==> src/sv/svbe_pkg.sv <==
// ----------------------------------------------------------------------------
// svbe_pkg
// Shared types, constants and the base64 alphabet for the varint base64
// encoder.
// ----------------------------------------------------------------------------
package svbe_pkg;

  // Default sample width and register layout
  localparam int              SAMPLE_WIDTH_DEF = 32;
  localparam int              OFFSET_W         = 16;
  localparam logic [15:0]     OFFSET_RST       = 16'd100;
  localparam int              CHAR_W           = 7;
  localparam int              GROUP_BITS       = 7;
  localparam int              CHARS_PER_QUAD   = 4;

  // Special characters
  localparam logic [6:0]      PAD_CHAR         = 7'd61;
  localparam logic [6:0]      NUL_CHAR         = 7'd0;

  // Controller states
  typedef enum logic [2:0] {
    ST_IDLE,
    ST_GROUP,
    ST_EMIT,
    ST_FLUSH,
    ST_TERM
  } svbe_state_t;

  // Controller to datapath commands
  typedef struct packed {
    logic load;    // take the input transaction
    logic group;   // form one varint byte and push it into the packer
    logic flush;   // load padded flush characters, clear held bytes
    logic emit;    // move the next character into the output register
    logic term;    // move the NUL terminator into the output register
  } svbe_cmd_t;

  // Datapath to controller status
  typedef struct packed {
    logic gt_offset;   // incoming sample is above the offset
    logic in_last;     // incoming transaction is marked last
    logic last;        // stored item is marked last
    logic rem_more;    // more groups follow the one being formed
    logic rem_nz;      // remainder still holds groups
    logic pend_full;   // two bytes held
    logic pend_empty;  // no bytes held
    logic slot_free;   // output register can take a character
    logic emit_final;  // character being emitted is the last of its quad
  } svbe_stat_t;

  // Base64 alphabet: A-Z a-z 0-9 + /
  function automatic logic [6:0] b64_char(input logic [5:0] idx);
    logic [6:0] code;
    if (idx < 6'd26) begin
      code = 7'd65 + {1'b0, idx};
    end else if (idx < 6'd52) begin
      code = 7'd71 + {1'b0, idx};
    end else if (idx < 6'd62) begin
      code = {1'b0, idx} - 7'd4;
    end else if (idx == 6'd62) begin
      code = 7'd43;
    end else begin
      code = 7'd47;
    end
    return code;
  endfunction

endpackage

==> src/sv/svbe_in_if.sv <==
// ----------------------------------------------------------------------------
// svbe_in_if
// Input channel: one pulse interval per transaction, valid/ready handshake.
// ----------------------------------------------------------------------------
interface svbe_in_if #(
  parameter int SAMPLE_WIDTH = 32
);
  logic                    valid;
  logic                    ready;
  logic [SAMPLE_WIDTH-1:0] sample;
  logic                    last_sample;

  modport source (output valid, output sample, output last_sample, input ready);
  modport sink   (input valid, input sample, input last_sample, output ready);
endinterface

==> src/sv/svbe_out_if.sv <==
// ----------------------------------------------------------------------------
// svbe_out_if
// Result channel: one ASCII character per transaction, valid/ready handshake.
// ----------------------------------------------------------------------------
interface svbe_out_if;
  import svbe_pkg::*;

  logic              valid;
  logic              ready;
  logic [CHAR_W-1:0] char_code;
  logic              last_char;

  modport source (output valid, output char_code, output last_char, input ready);
  modport sink   (input valid, input char_code, input last_char, output ready);
endinterface

==> src/sv/sample_varint_base64_encoder_top.sv <==
// ----------------------------------------------------------------------------
// sample_varint_base64_encoder_top
// Pulse interval to LEB128 varint bytes to base64 text encoder.
// ----------------------------------------------------------------------------
// Usage:
//   in_ch takes one pulse interval per transaction (sample, last_sample).
//   Intervals at or below the offset register are dropped; kept ones have
//   the offset subtracted and are cut into 7-bit varint bytes, which are
//   packed three bytes to four base64 characters on out_ch. A transaction
//   marked last flushes held bytes with '=' padding and then sends a NUL
//   character with last_char set. cfg_we/cfg_wdata write the 16-bit offset
//   (reset value 100); the user must do so only while idle, the block does not enforce it.
// Sequence:
//   One item at a time. The sequencer accepts the item, then forms each
//   varint byte and emits each character in turn, and on a last item flushes
//   held bytes and sends the terminator. The third held byte fills the quad
//   buffer; its first character then moves into the output register once free.
// Reset and stall:
//   Synchronous active-low reset clears held bytes and restores the offset.
//   A stalled receiver holds the output register; the sequencer waits.
// ----------------------------------------------------------------------------
module sample_varint_base64_encoder_top #(
  parameter int SAMPLE_WIDTH = svbe_pkg::SAMPLE_WIDTH_DEF
) (
  input  logic                          clk,
  input  logic                          rst_n,
  svbe_in_if.sink                       in_ch,
  svbe_out_if.source                    out_ch,
  input  logic                          cfg_we,
  input  logic [svbe_pkg::OFFSET_W-1:0] cfg_wdata
);
  import svbe_pkg::*;

  svbe_cmd_t  cmd;
  svbe_stat_t stat;

  // Sequencer
  svbe_ctrl u_ctrl (
    .clk      (clk),
    .rst_n    (rst_n),
    .in_valid (in_ch.valid),
    .in_ready (in_ch.ready),
    .stat     (stat),
    .cmd      (cmd)
  );

  // Datapath
  svbe_dp #(
    .SAMPLE_WIDTH (SAMPLE_WIDTH)
  ) u_dp (
    .clk            (clk),
    .rst_n          (rst_n),
    .cfg_we         (cfg_we),
    .cfg_wdata      (cfg_wdata),
    .in_sample      (in_ch.sample),
    .in_last_sample (in_ch.last_sample),
    .out_valid      (out_ch.valid),
    .out_ready      (out_ch.ready),
    .out_char_code  (out_ch.char_code),
    .out_last_char  (out_ch.last_char),
    .cmd            (cmd),
    .stat           (stat)
  );

  // A character is only loaded when the output register is free
  a_no_overwrite: assert property (@(posedge clk) disable iff (!rst_n)
    (cmd.emit || cmd.term) |-> stat.slot_free)
    else $error("character loaded into a busy output register");

  // The flagged character is always the NUL terminator
  a_last_is_nul: assert property (@(posedge clk) disable iff (!rst_n)
    (out_ch.valid && out_ch.last_char) |-> (out_ch.char_code == NUL_CHAR))
    else $error("last character is not NUL");

  // No bytes are held after the terminator
  a_term_clears: assert property (@(posedge clk) disable iff (!rst_n)
    cmd.term |=> stat.pend_empty)
    else $error("held bytes remain after terminator");

  // Input is taken only when no character work is pending
  a_load_quiet: assert property (@(posedge clk) disable iff (!rst_n)
    cmd.load |-> !(cmd.emit || cmd.group || cmd.flush || cmd.term))
    else $error("input taken during character work");

endmodule

==> src/sv/svbe_ctrl.sv <==
// ----------------------------------------------------------------------------
// svbe_ctrl
// Sequencer: steps one item through varint grouping, base64 emission,
// flush and terminator.
// ----------------------------------------------------------------------------
module svbe_ctrl (
  input  logic                clk,
  input  logic                rst_n,
  input  logic                in_valid,
  output logic                in_ready,
  input  svbe_pkg::svbe_stat_t stat,
  output svbe_pkg::svbe_cmd_t  cmd
);
  import svbe_pkg::*;

  svbe_state_t state_r, state_nxt;
  logic        from_flush_r, from_flush_nxt;

  // State register
  always_ff @(posedge clk) begin
    if (!rst_n) begin
      state_r      <= ST_IDLE;
      from_flush_r <= 1'b0;
    end else begin
      state_r      <= state_nxt;
      from_flush_r <= from_flush_nxt;
    end
  end

  // Next state and commands
  always_comb begin
    state_nxt      = state_r;
    from_flush_nxt = from_flush_r;
    in_ready       = 1'b0;
    cmd            = '0;
    unique case (state_r)
      ST_IDLE: begin
        in_ready = 1'b1;
        if (in_valid) begin
          cmd.load = 1'b1;
          if (stat.gt_offset) begin
            state_nxt = ST_GROUP;
          end else if (stat.in_last) begin
            state_nxt = ST_FLUSH;
          end
        end
      end
      ST_GROUP: begin
        cmd.group = 1'b1;
        if (stat.pend_full) begin
          state_nxt      = ST_EMIT;
          from_flush_nxt = 1'b0;
        end else if (stat.rem_more) begin
          state_nxt = ST_GROUP;
        end else if (stat.last) begin
          state_nxt = ST_FLUSH;
        end else begin
          state_nxt = ST_IDLE;
        end
      end
      ST_FLUSH: begin
        cmd.flush = 1'b1;
        if (stat.pend_empty) begin
          state_nxt = ST_TERM;
        end else begin
          state_nxt      = ST_EMIT;
          from_flush_nxt = 1'b1;
        end
      end
      ST_EMIT: begin
        if (stat.slot_free) begin
          cmd.emit = 1'b1;
          if (stat.emit_final) begin
            if (from_flush_r) begin
              state_nxt = ST_TERM;
            end else if (stat.rem_nz) begin
              state_nxt = ST_GROUP;
            end else if (stat.last) begin
              state_nxt = ST_FLUSH;
            end else begin
              state_nxt = ST_IDLE;
            end
          end
        end
      end
      ST_TERM: begin
        if (stat.slot_free) begin
          cmd.term  = 1'b1;
          state_nxt = ST_IDLE;
        end
      end
      default: begin
        state_nxt = ST_IDLE;
      end
    endcase
  end

endmodule

==> src/sv/svbe_dp.sv <==
// ----------------------------------------------------------------------------
// svbe_dp
// Datapath: offset register, varint remainder, base64 byte holder, quad
// character buffer and output register.
// ----------------------------------------------------------------------------
module svbe_dp #(
  parameter int SAMPLE_WIDTH = svbe_pkg::SAMPLE_WIDTH_DEF
) (
  input  logic                          clk,
  input  logic                          rst_n,
  input  logic                          cfg_we,
  input  logic [svbe_pkg::OFFSET_W-1:0] cfg_wdata,
  input  logic [SAMPLE_WIDTH-1:0]       in_sample,
  input  logic                          in_last_sample,
  output logic                          out_valid,
  input  logic                          out_ready,
  output logic [svbe_pkg::CHAR_W-1:0]   out_char_code,
  output logic                          out_last_char,
  input  svbe_pkg::svbe_cmd_t           cmd,
  output svbe_pkg::svbe_stat_t          stat
);
  import svbe_pkg::*;

  localparam int CMP_W = (SAMPLE_WIDTH > OFFSET_W) ? SAMPLE_WIDTH : OFFSET_W;

  logic [OFFSET_W-1:0]     offset_r;
  logic [SAMPLE_WIDTH-1:0] rem_r;
  logic                    last_r;
  logic [15:0]             pend_r;
  logic [1:0]              cnt_r;
  logic [CHAR_W-1:0]       chars_r [CHARS_PER_QUAD];
  logic [1:0]              idx_r;
  logic                    out_valid_r;
  logic [CHAR_W-1:0]       out_code_r;
  logic                    out_last_r;

  logic [CMP_W-1:0]        s_ext, o_ext, diff;
  logic                    rem_more;
  logic [7:0]              vbyte;
  logic [7:0]              b0, b1;
  logic                    slot_free;

  // Offset compare and subtract
  assign s_ext = CMP_W'(in_sample);
  assign o_ext = CMP_W'(offset_r);
  assign diff  = s_ext - o_ext;

  // Next varint byte
  assign rem_more = |rem_r[SAMPLE_WIDTH-1:GROUP_BITS];
  assign vbyte    = {rem_more, rem_r[GROUP_BITS-1:0]};
  assign b0       = pend_r[7:0];
  assign b1       = pend_r[15:8];

  assign slot_free = !out_valid_r || out_ready;

  // Status to the controller
  always_comb begin
    stat.gt_offset  = s_ext > o_ext;
    stat.in_last    = in_last_sample;
    stat.last       = last_r;
    stat.rem_more   = rem_more;
    stat.rem_nz     = |rem_r;
    stat.pend_full  = cnt_r == 2'd2;
    stat.pend_empty = cnt_r == 2'd0;
    stat.slot_free  = slot_free;
    stat.emit_final = idx_r == 2'(CHARS_PER_QUAD - 1);
  end

  // Offset register
  always_ff @(posedge clk) begin
    if (!rst_n) begin
      offset_r <= OFFSET_RST;
    end else if (cfg_we) begin
      offset_r <= cfg_wdata;
    end
  end

  // Item registers and varint remainder
  always_ff @(posedge clk) begin
    if (cmd.load) begin
      rem_r  <= diff[SAMPLE_WIDTH-1:0];
      last_r <= in_last_sample;
    end else if (cmd.group) begin
      rem_r  <= rem_r >> GROUP_BITS;
    end
  end

  // Held bytes count
  always_ff @(posedge clk) begin
    if (!rst_n) begin
      cnt_r <= 2'd0;
    end else if (cmd.group) begin
      cnt_r <= (cnt_r == 2'd2) ? 2'd0 : cnt_r + 2'd1;
    end else if (cmd.flush) begin
      cnt_r <= 2'd0;
    end
  end

  // Held bytes and quad character buffer
  always_ff @(posedge clk) begin
    if (cmd.group) begin
      case (cnt_r)
        2'd0: pend_r[7:0]  <= vbyte;
        2'd1: pend_r[15:8] <= vbyte;
        default: begin
          chars_r[0] <= b64_char(b0[7:2]);
          chars_r[1] <= b64_char({b0[1:0], b1[7:4]});
          chars_r[2] <= b64_char({b1[3:0], vbyte[7:6]});
          chars_r[3] <= b64_char(vbyte[5:0]);
        end
      endcase
    end else if (cmd.flush) begin
      chars_r[0] <= b64_char(b0[7:2]);
      chars_r[3] <= PAD_CHAR;
      if (cnt_r == 2'd1) begin
        chars_r[1] <= b64_char({b0[1:0], 4'd0});
        chars_r[2] <= PAD_CHAR;
      end else begin
        chars_r[1] <= b64_char({b0[1:0], b1[7:4]});
        chars_r[2] <= b64_char({b1[3:0], 2'd0});
      end
    end else if (cmd.emit) begin
      for (int i = 0; i < CHARS_PER_QUAD - 1; i++) begin
        chars_r[i] <= chars_r[i+1];
      end
    end
  end

  // Character position within the quad
  always_ff @(posedge clk) begin
    if (!rst_n) begin
      idx_r <= 2'd0;
    end else if (cmd.group || cmd.flush) begin
      idx_r <= 2'd0;
    end else if (cmd.emit) begin
      idx_r <= idx_r + 2'd1;
    end
  end

  // Output register
  always_ff @(posedge clk) begin
    if (!rst_n) begin
      out_valid_r <= 1'b0;
    end else if (cmd.emit || cmd.term) begin
      out_valid_r <= 1'b1;
    end else if (out_ready) begin
      out_valid_r <= 1'b0;
    end
  end

  always_ff @(posedge clk) begin
    if (cmd.emit) begin
      out_code_r <= chars_r[0];
      out_last_r <= 1'b0;
    end else if (cmd.term) begin
      out_code_r <= NUL_CHAR;
      out_last_r <= 1'b1;
    end
  end

  assign out_valid     = out_valid_r;
  assign out_char_code = out_code_r;
  assign out_last_char = out_last_r;

endmodule

==> src/flat_wrapper.sv <==
// flat-port wrapper written by rule: the top's interface ports become plain ports
module sample_varint_base64_encoder_top_flat import svbe_pkg::*;
#(
  parameter int SAMPLE_WIDTH = svbe_pkg::SAMPLE_WIDTH_DEF
)
  (clk, rst_n, cfg_we, cfg_wdata, in_ch_valid, in_ch_sample, in_ch_last_sample, in_ch_ready, out_ch_valid, out_ch_char_code, out_ch_last_char, out_ch_ready);
  svbe_in_if #(.SAMPLE_WIDTH(SAMPLE_WIDTH)) in_ch_i ();
  svbe_out_if out_ch_i ();
  input  logic clk;
  input  logic rst_n;
  input  logic cfg_we;
  input  logic [svbe_pkg::OFFSET_W-1:0] cfg_wdata;
  input wire logic [$bits(in_ch_i.valid)-1:0] in_ch_valid;
  input wire logic [$bits(in_ch_i.sample)-1:0] in_ch_sample;
  input wire logic [$bits(in_ch_i.last_sample)-1:0] in_ch_last_sample;
  output wire logic [$bits(in_ch_i.ready)-1:0] in_ch_ready;
  output wire logic [$bits(out_ch_i.valid)-1:0] out_ch_valid;
  output wire logic [$bits(out_ch_i.char_code)-1:0] out_ch_char_code;
  output wire logic [$bits(out_ch_i.last_char)-1:0] out_ch_last_char;
  input wire logic [$bits(out_ch_i.ready)-1:0] out_ch_ready;
  assign in_ch_i.valid = in_ch_valid;
  assign in_ch_i.sample = in_ch_sample;
  assign in_ch_i.last_sample = in_ch_last_sample;
  assign in_ch_ready = in_ch_i.ready;
  assign out_ch_valid = out_ch_i.valid;
  assign out_ch_char_code = out_ch_i.char_code;
  assign out_ch_last_char = out_ch_i.last_char;
  assign out_ch_i.ready = out_ch_ready;
  sample_varint_base64_encoder_top #(.SAMPLE_WIDTH(SAMPLE_WIDTH)) u_core (.clk(clk), .rst_n(rst_n), .in_ch(in_ch_i), .out_ch(out_ch_i), .cfg_we(cfg_we), .cfg_wdata(cfg_wdata));
endmodule
==> config.mk <==
export PLATFORM = sky130hd
export DESIGN_NAME = sample_varint_base64_encoder_top_flat
export DESIGN_NICKNAME = d
export VERILOG_FILES = /design/src/sv/svbe_pkg.sv /design/src/sv/svbe_in_if.sv /design/src/sv/svbe_out_if.sv /design/src/sv/sample_varint_base64_encoder_top.sv /design/src/sv/svbe_ctrl.sv /design/src/sv/svbe_dp.sv /design/src/flat_wrapper.sv
export SDC_FILE = /design/constraint.sdc
export NUM_CORES = 1
export LEC_CHECK = 0
export ABC_AREA = 1
export BUFFER_PORTS_ARGS = -buffer_cell sky130_fd_sc_hd__buf_2
export CAP_MARGIN = 20
export CORE_MARGIN = 3
export CORE_UTILIZATION = 25
export CTS_CLUSTER_DIAMETER = 50
export CTS_CLUSTER_SIZE = 24
export DETAILED_ROUTE_END_ITERATION = 8
export SYNTH_ARGS = -nofsm -noshare
export SYNTH_HDL_FRONTEND = slang
export SYNTH_SLANG_ARGS = --single-unit
==> constraint.sdc <==
create_clock -name clk -period 2.87 [get_ports clk]
set_clock_uncertainty 0.2 [all_clocks]
set_input_delay 0.4305 -clock clk [delete_from_list [all_inputs] [get_ports clk]]
set_output_delay 0.4305 -clock clk [all_outputs]
set_load 0.1 [all_outputs]
**Word-level counts from Yosys, hierarchy flattened**

Memories as Yosys holds them, arrays and structs flattened.
Cells that the tools add are included.

- Bits in registers: 82
- Bits in writable memories: 28
- Output and inout port bits: 10
- Word-level logic and storage cells: 201
- Memories kept: 1

- $add $sub $neg: 21
- Magnitude comparators: 19
- Equality and inequality tests: 18
- Muxes and demuxes: 101
- Bitwise logic cells: 10
- Reductions and logical operators: 19

Memory list:

| memory | depth | width | read ports | clocked after memory_dff | write ports | line | source |
|---|---|---|---|---|---|---|---|
| u_core.u_dp.chars_r | 4 | 7 | 4 | 0 | 4 | svbe_dp.sv:31 | `logic [CHAR_W-1:0] chars_r [CHARS_PER_QUAD];` |

Operators by type and width:

| kind | count |
|---|---|
| $mux W7 | 48 |
| $add A7 B6 Y7 const A | 12 |
| $lt A6 B6 Y1 const B | 12 |
| $mux W32 | 2 |
| $mux W3 | 15 |
| $sub A6 B3 Y7 const B | 6 |
| $lt A6 B5 Y1 const B | 6 |
| $gt A32 B16 Y1 | 1 |
| $reduce_or A32 Y1 | 1 |
| $sub A32 B16 Y32 | 1 |
| $mux W1 | 30 |
| $reduce_or A25 Y1 | 1 |
| $eq A6 B6 Y1 const B | 4 |
| $pmux W3 S5 | 1 |
| $reduce_bool A2 Y1 | 5 |
| $or A1 B1 Y1 | 9 |
| $mux W2 | 4 |
| $ne A2 B2 Y1 const B | 4 |
| $eq A3 B2 Y1 const B | 2 |
| $reduce_and A5 Y1 | 1 |
| $add A2 B1 Y2 const B | 2 |
| $eq A2 B2 Y1 const B | 2 |
| $ne A2 B1 Y1 const B | 2 |
| $reduce_and A2 Y1 | 2 |
| 12 further kinds | 15 |

**Depth between registers and ports, before layout**

- Depth after elaboration: 11
- Gate-level depth with buffers: 16
- Depth with buffers taken out: 16

**Modules after synthesis**

Synthesis repeated with hierarchy kept, for this count alone.

- Cells, all modules: 1024
- Area total of the unflattened synthesis: 7626.1 um^2

Modules (own cells, without submodules):

| module | times used | cells each | area an instance (um^2) | seq. area each (um^2) |
|---|---|---|---|---|
| svbe_dp | 1 | 958 | 7224.4 | 2892.8 |
| svbe_ctrl | 1 | 66 | 401.6 | 80.1 |

**Least setup slack after synthesis**

OpenSTA, ideal clock, no wires.

- Path kind: register to register
- Start: reg u_core.u_ctrl.state_r[0]
- End: reg u_core.u_dp.rem_r[0] (enable)
- Library setup time: 0.389 ns
- Arrival time: 2.490 ns
- Data required time: 2.281 ns
- Slack: -0.210 ns
- Stages on the path, launching flop included: 7
- Path buffers: 1
- Period minus slack after synthesis: 3.080 ns
- Path through: dfxtp_1 > nor2_1 > nand2_1 > inv_1 > nand2_1 > clkbuf_1 > nand2_1

- Longest elaborated chain between the ends: 3
- Elaborated cells between the ends (all ways): 5
- Classes of those cells: eq/ne: 1; mux: 2; reduce/logical: 2

Ends and longest elaborated chain:

| item | line | source |
|---|---|---|
| start, declared | svbe_ctrl.sv:16 | `svbe_state_t state_r, state_nxt;` |
| start signal, assigned | svbe_ctrl.sv:25 | `state_r <= state_nxt;` |
| $eq A3 B1 Y1 or $logic_not A3 Y1 (tied branches) | svbe_ctrl.sv:36 | `unique case (state_r)` |
| $mux W1 | svbe_ctrl.sv:36 |  |
| $reduce_bool A2 Y1 (no source line) * | - |  |
| end signal, assigned | svbe_dp.sv:81 | `rem_r <= diff[SAMPLE_WIDTH-1:0];` |
| end signal, assigned | svbe_dp.sv:84 | `rem_r <= rem_r >> GROUP_BITS;` |
| end, declared | svbe_dp.sv:27 | `logic [SAMPLE_WIDTH-1:0] rem_r;` |

Mark *: on every way between the ends. The rest lies on a longest branch, timed or not.
A chain may end at the register's enable or synchronous reset.

==> qor.yml <==
logic_synthesis:
  synth_area_leaders: "edfxtp_1 (31%), dfxtp_1 (8.9%), nand2_1 (8.4%)"
  synth_area_leader_cell: "edfxtp_1"
  synthArstFlopShare: 0
  synth_cells: 958
  synthFlopType: "edfxtp_1"
  syn_area_um2: 7400
  yosys.area.top_type_share: 0.312
  syn_area_per_cell_um2: 7.73
  synth_cell_types: 53
  syn_nets: 1052
  ys_seq_area_frac: 0.402
  synth_warnings: 0
  synth-seq-cells: 110
  synth_edf_count: 77
power_and_ir_drop:
  powerDensity_nw_per_um2: 886
  irDropWorstVdd_mv: 0.308
  p_leak_nw: 3.67
cts:
  clkSlewWorstSetupHoldPaths_ns: 0.07
  cts_made_buffers: 9
  cts-resized-gates: 0
  root_buffer: "clkbuf_16"
  cts_tree: "yes"
  holdBufCountCts: 0
  htree_levels: 3
  insertion_delay_ns: 0.37
  cts_sinks: 110
  cts_setup_buffers: 0
  cts.path.max_buffers: 2
sta:
  setup_slack_ns: 0.350
  tightest_slew_ns: 0.625
  fin_crit_sh: 0.878
  holdWs_ns: 0.0612
  setup_violations: 0
  slew_viol_final: 0
  timing.fmax_ghz: 0.397
  fin_crit_ns: 2.52
  rsz0062_at_grt: "false"
  hold_viol: 0
  slew_headroom: 0.583
  setup-tns-final_ns: 0
setup_path:
  startpoint: "u_core.u_ctrl.state_r[1]$_SDFFE_PN0P_"
  reg2reg_slack_ns: 0.35
  endpoint_kind: "register"
  r2r_cells: 11
  worst-path-max-fanout: 23
  cp.required_ns: 2.92
  crit_end: "u_core.u_dp.chars_r[0][17]$_SDFFE_PP1P_"
  worstPathArrival_ns: 2.57
  worst_r2r_endpoint: "u_core.u_dp.chars_r[0][17]$_SDFFE_PP1P_"
  critical_path_class: "reg -> reg"
  critPathLaunchType: "register"
  r2r-start: "u_core.u_ctrl.state_r[1]$_SDFFE_PN0P_"
grt:
  first_global_vias: 6252
  grt_usage: 0.116
  grt_max_degree: 36
  grt_pass1_wl_mm: 30.0
  antenna_found_initial: 0
  globalRouteOverflowTotal: 0
layout:
  multi_input_comb_area_um2: 3810
  fin_util: 0.293
  ff_latch_area_um2: 2970
  instances_no_fill: 1411
  nFillCells: 3107
  drive_gt1_frac: 0.135
  nets: 1116
  syn2layout_area_growth_pct: 14.6
  antenna_cells: 0
route:
  drc: 0
  drt_iter0_markers: 373
  drt_wl_total_mm: 18.1
  final_antenna_net_count: 0
  wl_per_cell_um: 12.8
  firstDrtPassIters: 4
  avgViaCountPerCell: 4.57
  num_vias: 6446
worst_hold_path:
  worstHoldStart: "in_ch_last_sample"
  hp-class: "in -> reg"
die:
  start_util: 0.256
  die_w_um: 178
  pin_count: 64
  core_area_um2: 28900
  dieHeight_um: 178
  die_area_um2: 31700
  num_rows: 62
place:
  dp_hpwl_mm: 14.1
  routabilityCongestion: 0.850
  place_ws_ns: 0.123
  numPortBuffers: 63
  post-place-cells: 1395
outcome:
  status: "completed"
job:
  cap_violations: 0
## layout make-up
cell class,instances,area share
tap,384,0.0566
sequential,110,0.350
multi-input combinational,687,0.449
timing repair buffer,71,0.0457
clock inverter,7,0.00855
clock buffer,9,0.0265
inverter,143,0.0633
## per-stage QoR
stage	total power, mW	instance area (um2)
after floorplan	5.38	7410
after global placement	6.24	8190
after detailed placement	6.29	8190
after CTS	7.58	8480
after global routing	8.11	8480
final	7.52	8480
## layer usage
layer,up-vias,wire length [um],GRT usage
met5,-,0,0
met4,0,296,0.0314
met3,24,816,0.0234
met2,142,8590,0.197
met1,2940,8380,0.151
li1,3340,-,-
## worst min-delay path by stage
stage          slack [ns]                               endpoint  cells past startpoint
5_1_grt              0.05           u_core.u_dp.last_r$_DFFE_PP_                      1
4_1_cts              0.05           u_core.u_dp.last_r$_DFFE_PP_                      1
3_5_place_dp         0.25   u_core.u_dp.offset_r[9]$_SDFFE_PN0P_                      2
3_3_place_gp         0.25  u_core.u_dp.offset_r[12]$_SDFFE_PN0P_                      2
6_report             0.06           u_core.u_dp.last_r$_DFFE_PP_                      1
2_1_floorplan        0.23   u_core.u_dp.offset_r[4]$_SDFFE_PN0P_                      2
## synthesized netlist by cell type (5+ instances only)
cell	n
ha_1	39
a21oi_2	5
inv_2	11
nand2_2	10
xor2_1	23
a31oi_1	5
dfxtp_1	33
nor2_1	109
o211ai_1	13
clkbuf_1	7
xnor2_1	8
edfxtp_1	77
nand4_1	8
nor2_2	8
nand2_1	166
nor3_1	12
inv_1	130
o21ai_1	13
a21oi_1	87
nand3_1	54
o21ai_0	78
buf_2	8
## worst max-delay path: stages (launching register included)
cell	delay [ns]
dfxtp_1	0.40
inv_1	0.09
nor2_4	0.12
nand2_2	0.12
nor2_4	0.45
inv_2	0.27
buf_4	0.25
buf_4	0.15
o21ai_0	0.15
inv_1	0.06
nand2_1	0.08
nand2_1	0.05
## cell families after synthesis
logic type	Yosys count	share of synthesized area
compound gates	226	0.171
xor+xnor	31	0.0367
fa+ha+maj	40	0.0686
buf+inv	161	0.0845
flops	110	0.402
simple gates	390	0.238
## flip-flops by register name, summed over array words and instances (netlist names)
signal,count
u_core.u_dp.rem_r,32
u_core.u_dp.chars_r,28
u_core.u_dp.offset_r,16
u_core.u_dp.pend_r,16
u_core.u_dp.out_char_code,7
u_core.u_ctrl.state_r,3
u_core.u_dp.cnt_r,2
u_core.u_dp.idx_r,2
u_core.u_ctrl.from_flush_r,1
u_core.u_dp.last_r,1
u_core.u_dp.out_last_char,1
u_core.u_dp.out_valid,1
## cells in the final DEF, fill, tap and decap left out, types with 4 or more instances in the layout
cell       netlist  routed
xor2_1          23      23
o211ai_1        13      13
nand2_1        166     165
ha_1            39      39
inv_1          130     130
inv_2           11      11
edfxtp_1        77      77
nand2_2         10      11
a21oi_2          5       5
o22ai_1          4       4
nor2_2           8       8
a211oi_1         4       4
nor3_1          12      12
dfxtp_1         33      33
nand3_1         54      54
o21ai_0         78      78
buf_2            8      63
a21oi_1         87      87
nor2_4           4       4
o21ai_1         13      13
nand4_1          8       8
xnor2_1          8       8
buf_4            1       7
clkbuf_16        0       9
a31oi_1          5       5
nor2_1         109     109
## power by group
group          internal [mW]  total (mW)  switching [mW]
clock network          0.681        1.28           0.601
logic                   1.01        3.27            2.26
registers               2.53        2.96           0.432
Note: power is estimated with default switching activity, not from simulation.
